<file path="src/kjio_pkg.sv">
// ---------------------------------------------------------------------------
// kjio_pkg
// Types, port codes and reset values shared by the keyboard/joystick I/O
// port block.
// ---------------------------------------------------------------------------
package kjio_pkg;

  // Field widths
  localparam int OPCODE_W = 3;
  localparam int CODE_W   = 6;
  localparam int STICK_W  = 2;
  localparam int AXIS_W   = 16;
  localparam int BYTE_W   = 8;
  localparam int SOUND_W  = 10;

  // Configuration port
  localparam int CFG_INDEX_W = 1;
  localparam int CFG_DATA_W  = 16;
  localparam logic [CFG_INDEX_W-1:0] REG_AXIS_LOW  = 1'd0;
  localparam logic [CFG_INDEX_W-1:0] REG_AXIS_HIGH = 1'd1;

  localparam logic [AXIS_W-1:0] AXIS_LOW_RESET  = 16'd27768;
  localparam logic [AXIS_W-1:0] AXIS_HIGH_RESET = 16'd37767;

  // Transaction kinds
  typedef enum logic [OPCODE_W-1:0] {
    OP_KEY        = 3'd0,
    OP_JOY_BUTTON = 3'd1,
    OP_JOY_AXIS   = 3'd2,
    OP_PORT_WRITE = 3'd3,
    OP_PORT_READ  = 3'd4
  } kjio_op_t;

  // Processor port addresses
  localparam logic [BYTE_W-1:0] PORT_PRINTER = 8'h11;
  localparam logic [BYTE_W-1:0] PORT_VIDEO   = 8'hcf;
  localparam logic [BYTE_W-1:0] PORT_SPEAKER = 8'haf;
  localparam logic [BYTE_W-1:0] PORT_SELECT  = 8'h8f;
  localparam logic [BYTE_W-1:0] PORT_JOY0    = 8'h07;
  localparam logic [BYTE_W-1:0] PORT_JOY1    = 8'h08;
  localparam logic [BYTE_W-1:0] PORT_JOY1_ALIAS = 8'h00;
  localparam logic [BYTE_W-1:0] PORT_JOY0_ALIAS = 8'h01;
  // Key rows sit at 0x80..0x87: upper five address bits
  localparam logic [4:0] PORT_ROW_BASE = 5'b10000;

  // Control-reset combination on key row 0 (active low)
  localparam logic [BYTE_W-1:0] RESET_MASK = 8'h42;

  // Stick numbers that select a joystick
  localparam logic [STICK_W-1:0] STICK_ONE = 2'd1;
  localparam logic [STICK_W-1:0] STICK_TWO = 2'd2;

  typedef struct packed {
    logic [OPCODE_W-1:0] opcode;
    logic [CODE_W-1:0]   event_code;
    logic                pressed;
    logic [STICK_W-1:0]  stick_number;
    logic [AXIS_W-1:0]   x_axis;
    logic [AXIS_W-1:0]   y_axis;
    logic [BYTE_W-1:0]   port_address;
    logic [BYTE_W-1:0]   write_data;
  } kjio_item_t;

  typedef struct packed {
    logic [BYTE_W-1:0]  read_data;
    logic [SOUND_W-1:0] sound_level;
    logic               printer_strobe;
    logic [BYTE_W-1:0]  printer_byte;
    logic               video_write_strobe;
    logic               video_read_strobe;
    logic [BYTE_W-1:0]  video_register;
    logic [BYTE_W-1:0]  video_data;
    logic               machine_reset;
  } kjio_result_t;

endpackage

</file>
<file path="src/kjio_if.sv">
// ---------------------------------------------------------------------------
// kjio_if
// Valid/ready channels for host events and processor port accesses (in)
// and for per-transaction results (out).
// ---------------------------------------------------------------------------
interface kjio_in_if;
  import kjio_pkg::*;

  logic                valid;
  logic                ready;
  logic [OPCODE_W-1:0] opcode;
  logic [CODE_W-1:0]   event_code;
  logic                pressed;
  logic [STICK_W-1:0]  stick_number;
  logic [AXIS_W-1:0]   x_axis;
  logic [AXIS_W-1:0]   y_axis;
  logic [BYTE_W-1:0]   port_address;
  logic [BYTE_W-1:0]   write_data;

  modport source (
    output valid, opcode, event_code, pressed, stick_number, x_axis, y_axis,
           port_address, write_data,
    input  ready
  );
  modport sink (
    input  valid, opcode, event_code, pressed, stick_number, x_axis, y_axis,
           port_address, write_data,
    output ready
  );
endinterface

interface kjio_out_if;
  import kjio_pkg::*;

  logic               valid;
  logic               ready;
  logic [BYTE_W-1:0]  read_data;
  logic [SOUND_W-1:0] sound_level;
  logic               printer_strobe;
  logic [BYTE_W-1:0]  printer_byte;
  logic               video_write_strobe;
  logic               video_read_strobe;
  logic [BYTE_W-1:0]  video_register;
  logic [BYTE_W-1:0]  video_data;
  logic               machine_reset;

  modport source (
    output valid, read_data, sound_level, printer_strobe, printer_byte,
           video_write_strobe, video_read_strobe, video_register, video_data,
           machine_reset,
    input  ready
  );
  modport sink (
    input  valid, read_data, sound_level, printer_strobe, printer_byte,
           video_write_strobe, video_read_strobe, video_register, video_data,
           machine_reset,
    output ready
  );
endinterface

</file>
<file path="src/keyboard_joystick_io_ports.sv">
// ---------------------------------------------------------------------------
// keyboard_joystick_io_ports
// I/O port block: keyboard rows, joysticks, video select, printer, speaker.
//
//   Channel  Dir  Handshake      Carries
//   cmd      in   valid/ready    host event or processor port access
//   rsp      out  valid/ready    read data, strobes, sound level, reset flag
//   cfg      in   cfg_write      axis low/high thresholds
//
// One transaction per cycle sustained while results are taken. An accepted
// transaction passes through the input register, then the result register,
// which offers the result. The decode in kjio_exec is one short step between
// the two registers. A stalled result only stops the input register once it
// is full; rst clears control state and resets thresholds and port state.
// ---------------------------------------------------------------------------
module keyboard_joystick_io_ports (
  input  logic                             clk,
  input  logic                             rst,
  kjio_in_if.sink                          cmd,
  kjio_out_if.source                       rsp,
  input  logic                             cfg_write,
  input  logic [kjio_pkg::CFG_INDEX_W-1:0] cfg_index,
  input  logic [kjio_pkg::CFG_DATA_W-1:0]  cfg_data
);
  import kjio_pkg::*;

  logic         item_valid;
  kjio_item_t   item;
  logic         out_valid;
  kjio_result_t out_data;
  kjio_result_t result;
  logic         advance;

  // Move the held transaction into the result register when it has room
  assign advance   = item_valid && (!out_valid || rsp.ready);
  assign cmd.ready = !item_valid || advance;

  // Input register
  always_ff @(posedge clk) begin
    if (rst) begin
      item_valid <= 1'b0;
    end else if (cmd.ready) begin
      item_valid <= cmd.valid;
    end
  end

  always_ff @(posedge clk) begin
    if (cmd.valid && cmd.ready) begin
      item.opcode       <= cmd.opcode;
      item.event_code   <= cmd.event_code;
      item.pressed      <= cmd.pressed;
      item.stick_number <= cmd.stick_number;
      item.x_axis       <= cmd.x_axis;
      item.y_axis       <= cmd.y_axis;
      item.port_address <= cmd.port_address;
      item.write_data   <= cmd.write_data;
    end
  end

  kjio_exec u_exec (
    .clk       (clk),
    .rst       (rst),
    .cfg_write (cfg_write),
    .cfg_index (cfg_index),
    .cfg_data  (cfg_data),
    .fire      (advance),
    .item      (item),
    .result    (result)
  );

  // Result register
  always_ff @(posedge clk) begin
    if (rst) begin
      out_valid <= 1'b0;
    end else if (advance) begin
      out_valid <= 1'b1;
    end else if (rsp.ready) begin
      out_valid <= 1'b0;
    end
  end

  always_ff @(posedge clk) begin
    if (advance) begin
      out_data <= result;
    end
  end

  // Drive the result channel
  assign rsp.valid              = out_valid;
  assign rsp.read_data          = out_data.read_data;
  assign rsp.sound_level        = out_data.sound_level;
  assign rsp.printer_strobe     = out_data.printer_strobe;
  assign rsp.printer_byte       = out_data.printer_byte;
  assign rsp.video_write_strobe = out_data.video_write_strobe;
  assign rsp.video_read_strobe  = out_data.video_read_strobe;
  assign rsp.video_register     = out_data.video_register;
  assign rsp.video_data         = out_data.video_data;
  assign rsp.machine_reset      = out_data.machine_reset;

endmodule

</file>
<file path="src/kjio_exec.sv">
// ---------------------------------------------------------------------------
// kjio_exec
// Port state (key rows, joystick bytes, video select, speaker) with the
// combinational decode that updates it and forms one result per transaction.
// ---------------------------------------------------------------------------
module kjio_exec (
  input  logic                            clk,
  input  logic                            rst,
  input  logic                            cfg_write,
  input  logic [kjio_pkg::CFG_INDEX_W-1:0] cfg_index,
  input  logic [kjio_pkg::CFG_DATA_W-1:0]  cfg_data,
  input  logic                            fire,
  input  kjio_pkg::kjio_item_t            item,
  output kjio_pkg::kjio_result_t          result
);
  import kjio_pkg::*;

  logic [AXIS_W-1:0]            axis_low;
  logic [AXIS_W-1:0]            axis_high;
  logic [7:0][BYTE_W-1:0]       key_rows;
  logic [7:0][BYTE_W-1:0]       key_rows_next;
  logic [1:0][BYTE_W-1:0]       joy_bytes;
  logic [1:0][BYTE_W-1:0]       joy_bytes_next;
  logic [BYTE_W-1:0]            video_select;
  logic [BYTE_W-1:0]            video_select_next;
  // Speaker level is kept as the written byte; the level is that times four
  logic [BYTE_W-1:0]            speaker;
  logic [BYTE_W-1:0]            speaker_next;
  logic [BYTE_W-1:0]            axis_byte;
  logic                         axis_stick;
  logic                         port_is_row;

  assign axis_stick  = item.stick_number[1];
  assign port_is_row = (item.port_address[7:3] == PORT_ROW_BASE);

  // Decode the transaction and work out the next state and the result
  always_comb begin
    key_rows_next     = key_rows;
    joy_bytes_next    = joy_bytes;
    video_select_next = video_select;
    speaker_next      = speaker;
    axis_byte         = joy_bytes[axis_stick];
    result            = '0;

    case (item.opcode)
      OP_KEY: begin
        key_rows_next[item.event_code[5:3]][item.event_code[2:0]] = item.pressed;
        if ((key_rows_next[0] & RESET_MASK) == '0) begin
          result.machine_reset = 1'b1;
          key_rows_next        = '1;
          joy_bytes_next       = '1;
          speaker_next         = '0;
        end
      end
      OP_JOY_BUTTON: begin
        if (item.event_code[5:4] == 2'b00) begin
          joy_bytes_next[item.event_code[3]][item.event_code[2:0]] = item.pressed;
        end
      end
      OP_JOY_AXIS: begin
        if (item.stick_number == STICK_ONE || item.stick_number == STICK_TWO) begin
          axis_byte[0] = !(item.y_axis < axis_low);
          axis_byte[3] = !(item.x_axis < axis_low);
          axis_byte[2] = !(item.y_axis > axis_high);
          axis_byte[1] = !(item.x_axis > axis_high);
          joy_bytes_next[axis_stick] = axis_byte;
        end
      end
      OP_PORT_WRITE: begin
        if (port_is_row) begin
          key_rows_next[item.port_address[2:0]] = item.write_data;
        end else if (item.port_address == PORT_JOY0) begin
          joy_bytes_next[0] = item.write_data;
        end else if (item.port_address == PORT_JOY1) begin
          joy_bytes_next[1] = item.write_data;
        end else if (item.port_address == PORT_SELECT) begin
          video_select_next = item.write_data;
        end else if (item.port_address == PORT_PRINTER) begin
          result.printer_strobe = 1'b1;
          result.printer_byte   = item.write_data;
        end else if (item.port_address == PORT_VIDEO) begin
          result.video_write_strobe = 1'b1;
          result.video_register     = video_select;
          result.video_data         = item.write_data;
        end else if (item.port_address == PORT_SPEAKER) begin
          speaker_next = item.write_data;
        end
      end
      OP_PORT_READ: begin
        if (item.port_address == PORT_VIDEO) begin
          result.video_read_strobe = 1'b1;
          result.video_register    = video_select;
        end else if (port_is_row) begin
          result.read_data = key_rows[item.port_address[2:0]];
        end else if (item.port_address == PORT_JOY1_ALIAS ||
                     item.port_address == PORT_JOY1) begin
          result.read_data = joy_bytes[1];
        end else if (item.port_address == PORT_JOY0_ALIAS ||
                     item.port_address == PORT_JOY0) begin
          result.read_data = joy_bytes[0];
        end
      end
      default: begin
      end
    endcase

    result.sound_level = {speaker_next, 2'b00};
  end

  // Hold thresholds and port state; update on configuration or transaction
  always_ff @(posedge clk) begin
    if (rst) begin
      axis_low     <= AXIS_LOW_RESET;
      axis_high    <= AXIS_HIGH_RESET;
      key_rows     <= '1;
      joy_bytes    <= '1;
      video_select <= '0;
      speaker      <= '0;
    end else begin
      if (cfg_write) begin
        case (cfg_index)
          REG_AXIS_LOW:  axis_low  <= cfg_data[AXIS_W-1:0];
          REG_AXIS_HIGH: axis_high <= cfg_data[AXIS_W-1:0];
          default: begin
          end
        endcase
      end
      if (fire) begin
        key_rows     <= key_rows_next;
        joy_bytes    <= joy_bytes_next;
        video_select <= video_select_next;
        speaker      <= speaker_next;
      end
    end
  end

endmodule

</file>
<file path="src/flat_wrapper.sv">
// flat-port wrapper written by rule: the top's interface ports become plain ports
module keyboard_joystick_io_ports_flat import kjio_pkg::*;
  (clk, rst, cfg_write, cfg_index, cfg_data, cmd_valid, cmd_opcode, cmd_event_code, cmd_pressed, cmd_stick_number, cmd_x_axis, cmd_y_axis, cmd_port_address, cmd_write_data, cmd_ready, rsp_valid, rsp_read_data, rsp_sound_level, rsp_printer_strobe, rsp_printer_byte, rsp_video_write_strobe, rsp_video_read_strobe, rsp_video_register, rsp_video_data, rsp_machine_reset, rsp_ready);
  kjio_in_if cmd_i ();
  kjio_out_if rsp_i ();
  input  logic clk;
  input  logic rst;
  input  logic cfg_write;
  input  logic [kjio_pkg::CFG_INDEX_W-1:0] cfg_index;
  input  logic [kjio_pkg::CFG_DATA_W-1:0] cfg_data;
  input wire logic [$bits(cmd_i.valid)-1:0] cmd_valid;
  input wire logic [$bits(cmd_i.opcode)-1:0] cmd_opcode;
  input wire logic [$bits(cmd_i.event_code)-1:0] cmd_event_code;
  input wire logic [$bits(cmd_i.pressed)-1:0] cmd_pressed;
  input wire logic [$bits(cmd_i.stick_number)-1:0] cmd_stick_number;
  input wire logic [$bits(cmd_i.x_axis)-1:0] cmd_x_axis;
  input wire logic [$bits(cmd_i.y_axis)-1:0] cmd_y_axis;
  input wire logic [$bits(cmd_i.port_address)-1:0] cmd_port_address;
  input wire logic [$bits(cmd_i.write_data)-1:0] cmd_write_data;
  output wire logic [$bits(cmd_i.ready)-1:0] cmd_ready;
  output wire logic [$bits(rsp_i.valid)-1:0] rsp_valid;
  output wire logic [$bits(rsp_i.read_data)-1:0] rsp_read_data;
  output wire logic [$bits(rsp_i.sound_level)-1:0] rsp_sound_level;
  output wire logic [$bits(rsp_i.printer_strobe)-1:0] rsp_printer_strobe;
  output wire logic [$bits(rsp_i.printer_byte)-1:0] rsp_printer_byte;
  output wire logic [$bits(rsp_i.video_write_strobe)-1:0] rsp_video_write_strobe;
  output wire logic [$bits(rsp_i.video_read_strobe)-1:0] rsp_video_read_strobe;
  output wire logic [$bits(rsp_i.video_register)-1:0] rsp_video_register;
  output wire logic [$bits(rsp_i.video_data)-1:0] rsp_video_data;
  output wire logic [$bits(rsp_i.machine_reset)-1:0] rsp_machine_reset;
  input wire logic [$bits(rsp_i.ready)-1:0] rsp_ready;
  assign cmd_i.valid = cmd_valid;
  assign cmd_i.opcode = cmd_opcode;
  assign cmd_i.event_code = cmd_event_code;
  assign cmd_i.pressed = cmd_pressed;
  assign cmd_i.stick_number = cmd_stick_number;
  assign cmd_i.x_axis = cmd_x_axis;
  assign cmd_i.y_axis = cmd_y_axis;
  assign cmd_i.port_address = cmd_port_address;
  assign cmd_i.write_data = cmd_write_data;
  assign cmd_ready = cmd_i.ready;
  assign rsp_valid = rsp_i.valid;
  assign rsp_read_data = rsp_i.read_data;
  assign rsp_sound_level = rsp_i.sound_level;
  assign rsp_printer_strobe = rsp_i.printer_strobe;
  assign rsp_printer_byte = rsp_i.printer_byte;
  assign rsp_video_write_strobe = rsp_i.video_write_strobe;
  assign rsp_video_read_strobe = rsp_i.video_read_strobe;
  assign rsp_video_register = rsp_i.video_register;
  assign rsp_video_data = rsp_i.video_data;
  assign rsp_machine_reset = rsp_i.machine_reset;
  assign rsp_i.ready = rsp_ready;
  keyboard_joystick_io_ports u_core (.clk(clk), .rst(rst), .cmd(cmd_i), .rsp(rsp_i), .cfg_write(cfg_write), .cfg_index(cfg_index), .cfg_data(cfg_data));
endmodule
</file>
<file path="config.mk">
export PLATFORM = sky130hd
export DESIGN_NAME = keyboard_joystick_io_ports_flat
export DESIGN_NICKNAME = d
export VERILOG_FILES = /design/src/kjio_pkg.sv /design/src/kjio_if.sv /design/src/keyboard_joystick_io_ports.sv /design/src/kjio_exec.sv /design/src/flat_wrapper.sv
export SDC_FILE = /design/constraint.sdc
export NUM_CORES = 1
export LEC_CHECK = 0
export BUFFER_PORTS_ARGS = -buffer_cell sky130_fd_sc_hd__buf_2
export CORE_MARGIN = 4
export CORE_UTILIZATION = 55
export DETAILED_ROUTE_END_ITERATION = 12
export PLACE_DENSITY = 0.75
export SLEW_MARGIN = 20
export SYNTH_ARGS = -nofsm -noshare
export SYNTH_HDL_FRONTEND = slang
export SYNTH_SLANG_ARGS = --single-unit
</file>
<file path="constraint.sdc">
create_clock -name clk -period 4.4 [get_ports clk]
set_input_delay 0.88 -clock clk [delete_from_list [all_inputs] [get_ports clk]]
set_output_delay 0.88 -clock clk [all_outputs]
set_load 0.02 [all_outputs]
</file>
==> reports/results.ini <==
[setup_path]
startpoint=u_core.item[55]
worstPathCellList=or2_1 > a211o_1 > a211oi_4 > buf_4 > o21ai_0 > a221o_1
cp-end-kind=flop
setup.worst_path.start_class=flop
r2r-start=u_core.item[55]
cpPeakStageDelay_ps=710
crit_fanout=108
r2r_slack_ps=1250
r2r_end=u_core.u_exec.key_rows[41]
critPathArrivalTime_ps=3560
cp_slowest_cell=buf_4
r2r_cells=6
critPathRequiredTime_ps=4810
crit_end=u_core.u_exec.key_rows[41]
critPathKind=reg2reg

[clocking]
cts.clk_slew.worst_paths_ps=60
cts-root-buf=clkbuf_16
cts_tree=built
clk_path_buf_depth=3
cts-resized-gates=0
numCtsBuffers=25
postCtsHoldBufs=0
cts.sinks=234
htree_levels=1
post_cts_buffers=0
insertion_delay_ps=540

[timing]
rsz0062_at_grt=false
worstMarginPinSlew_ps=1079
finalSetupViolCount=0
setup_slack_ps=1252
finalSetupTns_ps=0
hold_viol=0
relSlewSlack_pct=28.06
min_period_ps=3148
fmax_mhz=317.7
drv_slew=0
fin_skew_ps=19.86
fin_crit_sh_pct=71.54

[routing]
drt-vias-per-instance=6.464
drc=0
dr.pass1.iters=6
routed_wl_um=37230
vias=11530
dr.first_iter.drc_count=1625
detail_route.wl_per_cell_um=20.88
drtAntennaViolNets=0

[layout]
syn_to_final_growth_pct=12.23
num-fill-cells=1922
regArea_um2=5725
multiInputGateArea_um2=6356
final_area_um2=14190
layout-drive-gt1-share_pct=14.49
n_antenna_cell=0
nets=1624

[status]
status=finished clean

[synth]
syn_area_per_cell_um2=8.998
synthCells=1405
yosysSeqAreaShare_pct=45.29
synth_edf_count=104
synth_async_sr_flop_share_pct=0
ys_ff_latch=234
yosysWarnings=0
yosysUniqueCellTypes=74
synth-main-ff-cell=dfxtp_1
netlist_area_um2=12640

[power]
p_leak_nw=5.394
power_density_nw_per_um2=355.2
ir_worst_vdd_uv=318.5

[global_route]
grt_pass1_vias=10840
gr-total-overflow=0
track_usage_pct=28.03
antenna_found_initial=0
grt_pass1_wl_um=58740
grt_start_max_net_pins=109

[floorplanning]
coreArea_um2=22640
rows=55
die_y_um=159.6
initial_utilization_pct=55.84
fp.dieW_um=159.6
pin_count=130
dieArea_um2=25480

[placement]
place_area_um2=13390
gp_congestion=0.9752
io_buffer_count=127
place_ws_ps=1217
hpwl_um=25160

[worst_hold_path]
worstHoldPathType=reg2reg
holdPathStages=2

[flow_run]
drv_cap=0

-- critical path: cells and delay by family, from the launching register on --
| family | cells | cell delay, ps |
|---|---|---|
| buffers and inverters | 1 | 710 |
| AND/OR/NAND/NOR | 1 | 530 |
| AO/OA/AOI/OAI | 4 | 1240 |
| flip-flops | 1 | 520 |
-- area by class of cell --
type | count | area share [%]
multi-input cells | 1029 | 44.80
flip-flops and latches | 234 | 40.35
repair buffers | 149 | 5.644
clock buffers | 31 | 4.709
well taps | 285 | 2.513
inverters | 41 | 1.085
clock inverters | 14 | 0.8995
-- cells in the final DEF (no fill, tap or decap), types with 11 or more instances in the layout --
master	n
nor3_1	16
o21ai_1	20
a21oi_1	133
o211ai_1	11
o22ai_1	18
a22oi_1	13
a221o_1	49
nand2_1	152
nand4_1	18
nor2b_1	18
clkbuf_16	25
and2_1	33
ha_1	62
buf_2	127
buf_4	22
nor2_1	117
inv_1	40
edfxtp_1	104
mux2i_1	21
dfxtp_1	130
nand3_1	26
o21ai_0	175
-- Yosys cell counts (4+ instances only) --
library cell	number	share of area, %
nand4_1	18	0.89
buf_2	6	0.24
nand3b_1	7	0.42
dfxtp_1	130	21
o211ai_1	11	0.65
ha_1	62	6.1
nor2b_1	18	0.89
nand2b_1	11	0.54
mux2_2	9	0.80
or2_2	5	0.25
a2111oi_0	6	0.42
a21oi_1	133	5.3
a211o_1	7	0.48
nor3_1	16	0.63
a211oi_1	7	0.42
nand3_1	26	1.0
clkbuf_1	83	2.5
a22o_1	9	0.62
o21ai_1	20	0.79
nor2_1	117	3.5
mux2i_1	21	1.7
o31ai_1	4	0.24
inv_1	40	1.2
nand2_1	152	4.5
nor4_1	7	0.35
a221o_1	49	3.9
a222oi_1	7	0.55
a221oi_1	8	0.55
o21ai_0	175	6.9
a22oi_1	13	0.77
buf_1	8	0.24
o22ai_1	18	0.89
and2_1	34	1.7
o21a_1	7	0.42
edfxtp_1	104	25
-- registers in the layout (all words and copies together), names as in the netlist, 16 cells and up --
signal / count
u_core.u_exec.axis_low: 16
u_core.u_exec.axis_high: 16
u_core.item: 60
u_core.u_exec.key_rows: 64
u_core.u_exec.joy_bytes: 16
-- worst min path at each step --
stage | endpoint | startpoint | slack, ps
CTS | u_core.u_exec.axis_low[12] | u_core.u_exec.axis_low[12] | 460
finish | u_core.u_exec.axis_low[12] | u_core.u_exec.axis_low[12] | 450
global placement | u_core.u_exec.axis_high[4] | u_core.u_exec.axis_high[4] | 440
global route | u_core.u_exec.axis_low[12] | u_core.u_exec.axis_low[12] | 480
detailed placement | u_core.u_exec.axis_low[12] | u_core.u_exec.axis_low[12] | 450
floorplan | u_core.u_exec.axis_high[10] | u_core.u_exec.axis_high[10] | 440
-- per-stage QoR --
| step | utilization, % | hold slack, ps | power (W) | instances |
|---|---|---|---|---|
| after floorplan | - | 436.3 | 0.002806 | 1406 |
| after global placement | 59.15 | 443.5 | 0.002991 | 1738 |
| after detailed placement | 59.15 | 446.8 | 0.003003 | 1738 |
| after CTS | 62.67 | 455.2 | 0.005051 | 1783 |
| after global routing | 62.67 | 478.4 | 0.005212 | 1783 |
| final | 62.67 | 452.8 | 0.005040 | 1783 |
-- power by group --
group	switching [W]	internal, W
registers	0.0000866	0.00235
logic	0.000353	0.000185
clock network	0.000873	0.00119
total	0.00131	0.00373
-- per-layer routing --
metal,wire length [um],vias to the layer above,GRT usage [%]
li1,-,5354,-
met1,14650,5432,36.90
met2,17220,622,45.72
met3,3537,118,4.310
met4,1825,0,12.98
met5,0,-,0
-- cell families after synthesis --
kind of cell / share of synthesized area (%)
buf+inv: 4.513
xor+xnor: 0.06929
compound gates: 24.81
fa+ha+maj: 6.136
flops: 45.29
simple gates: 16.33
other cells: 0.02966
mux: 2.821
Note: power is estimated with default switching activity, not from simulation.
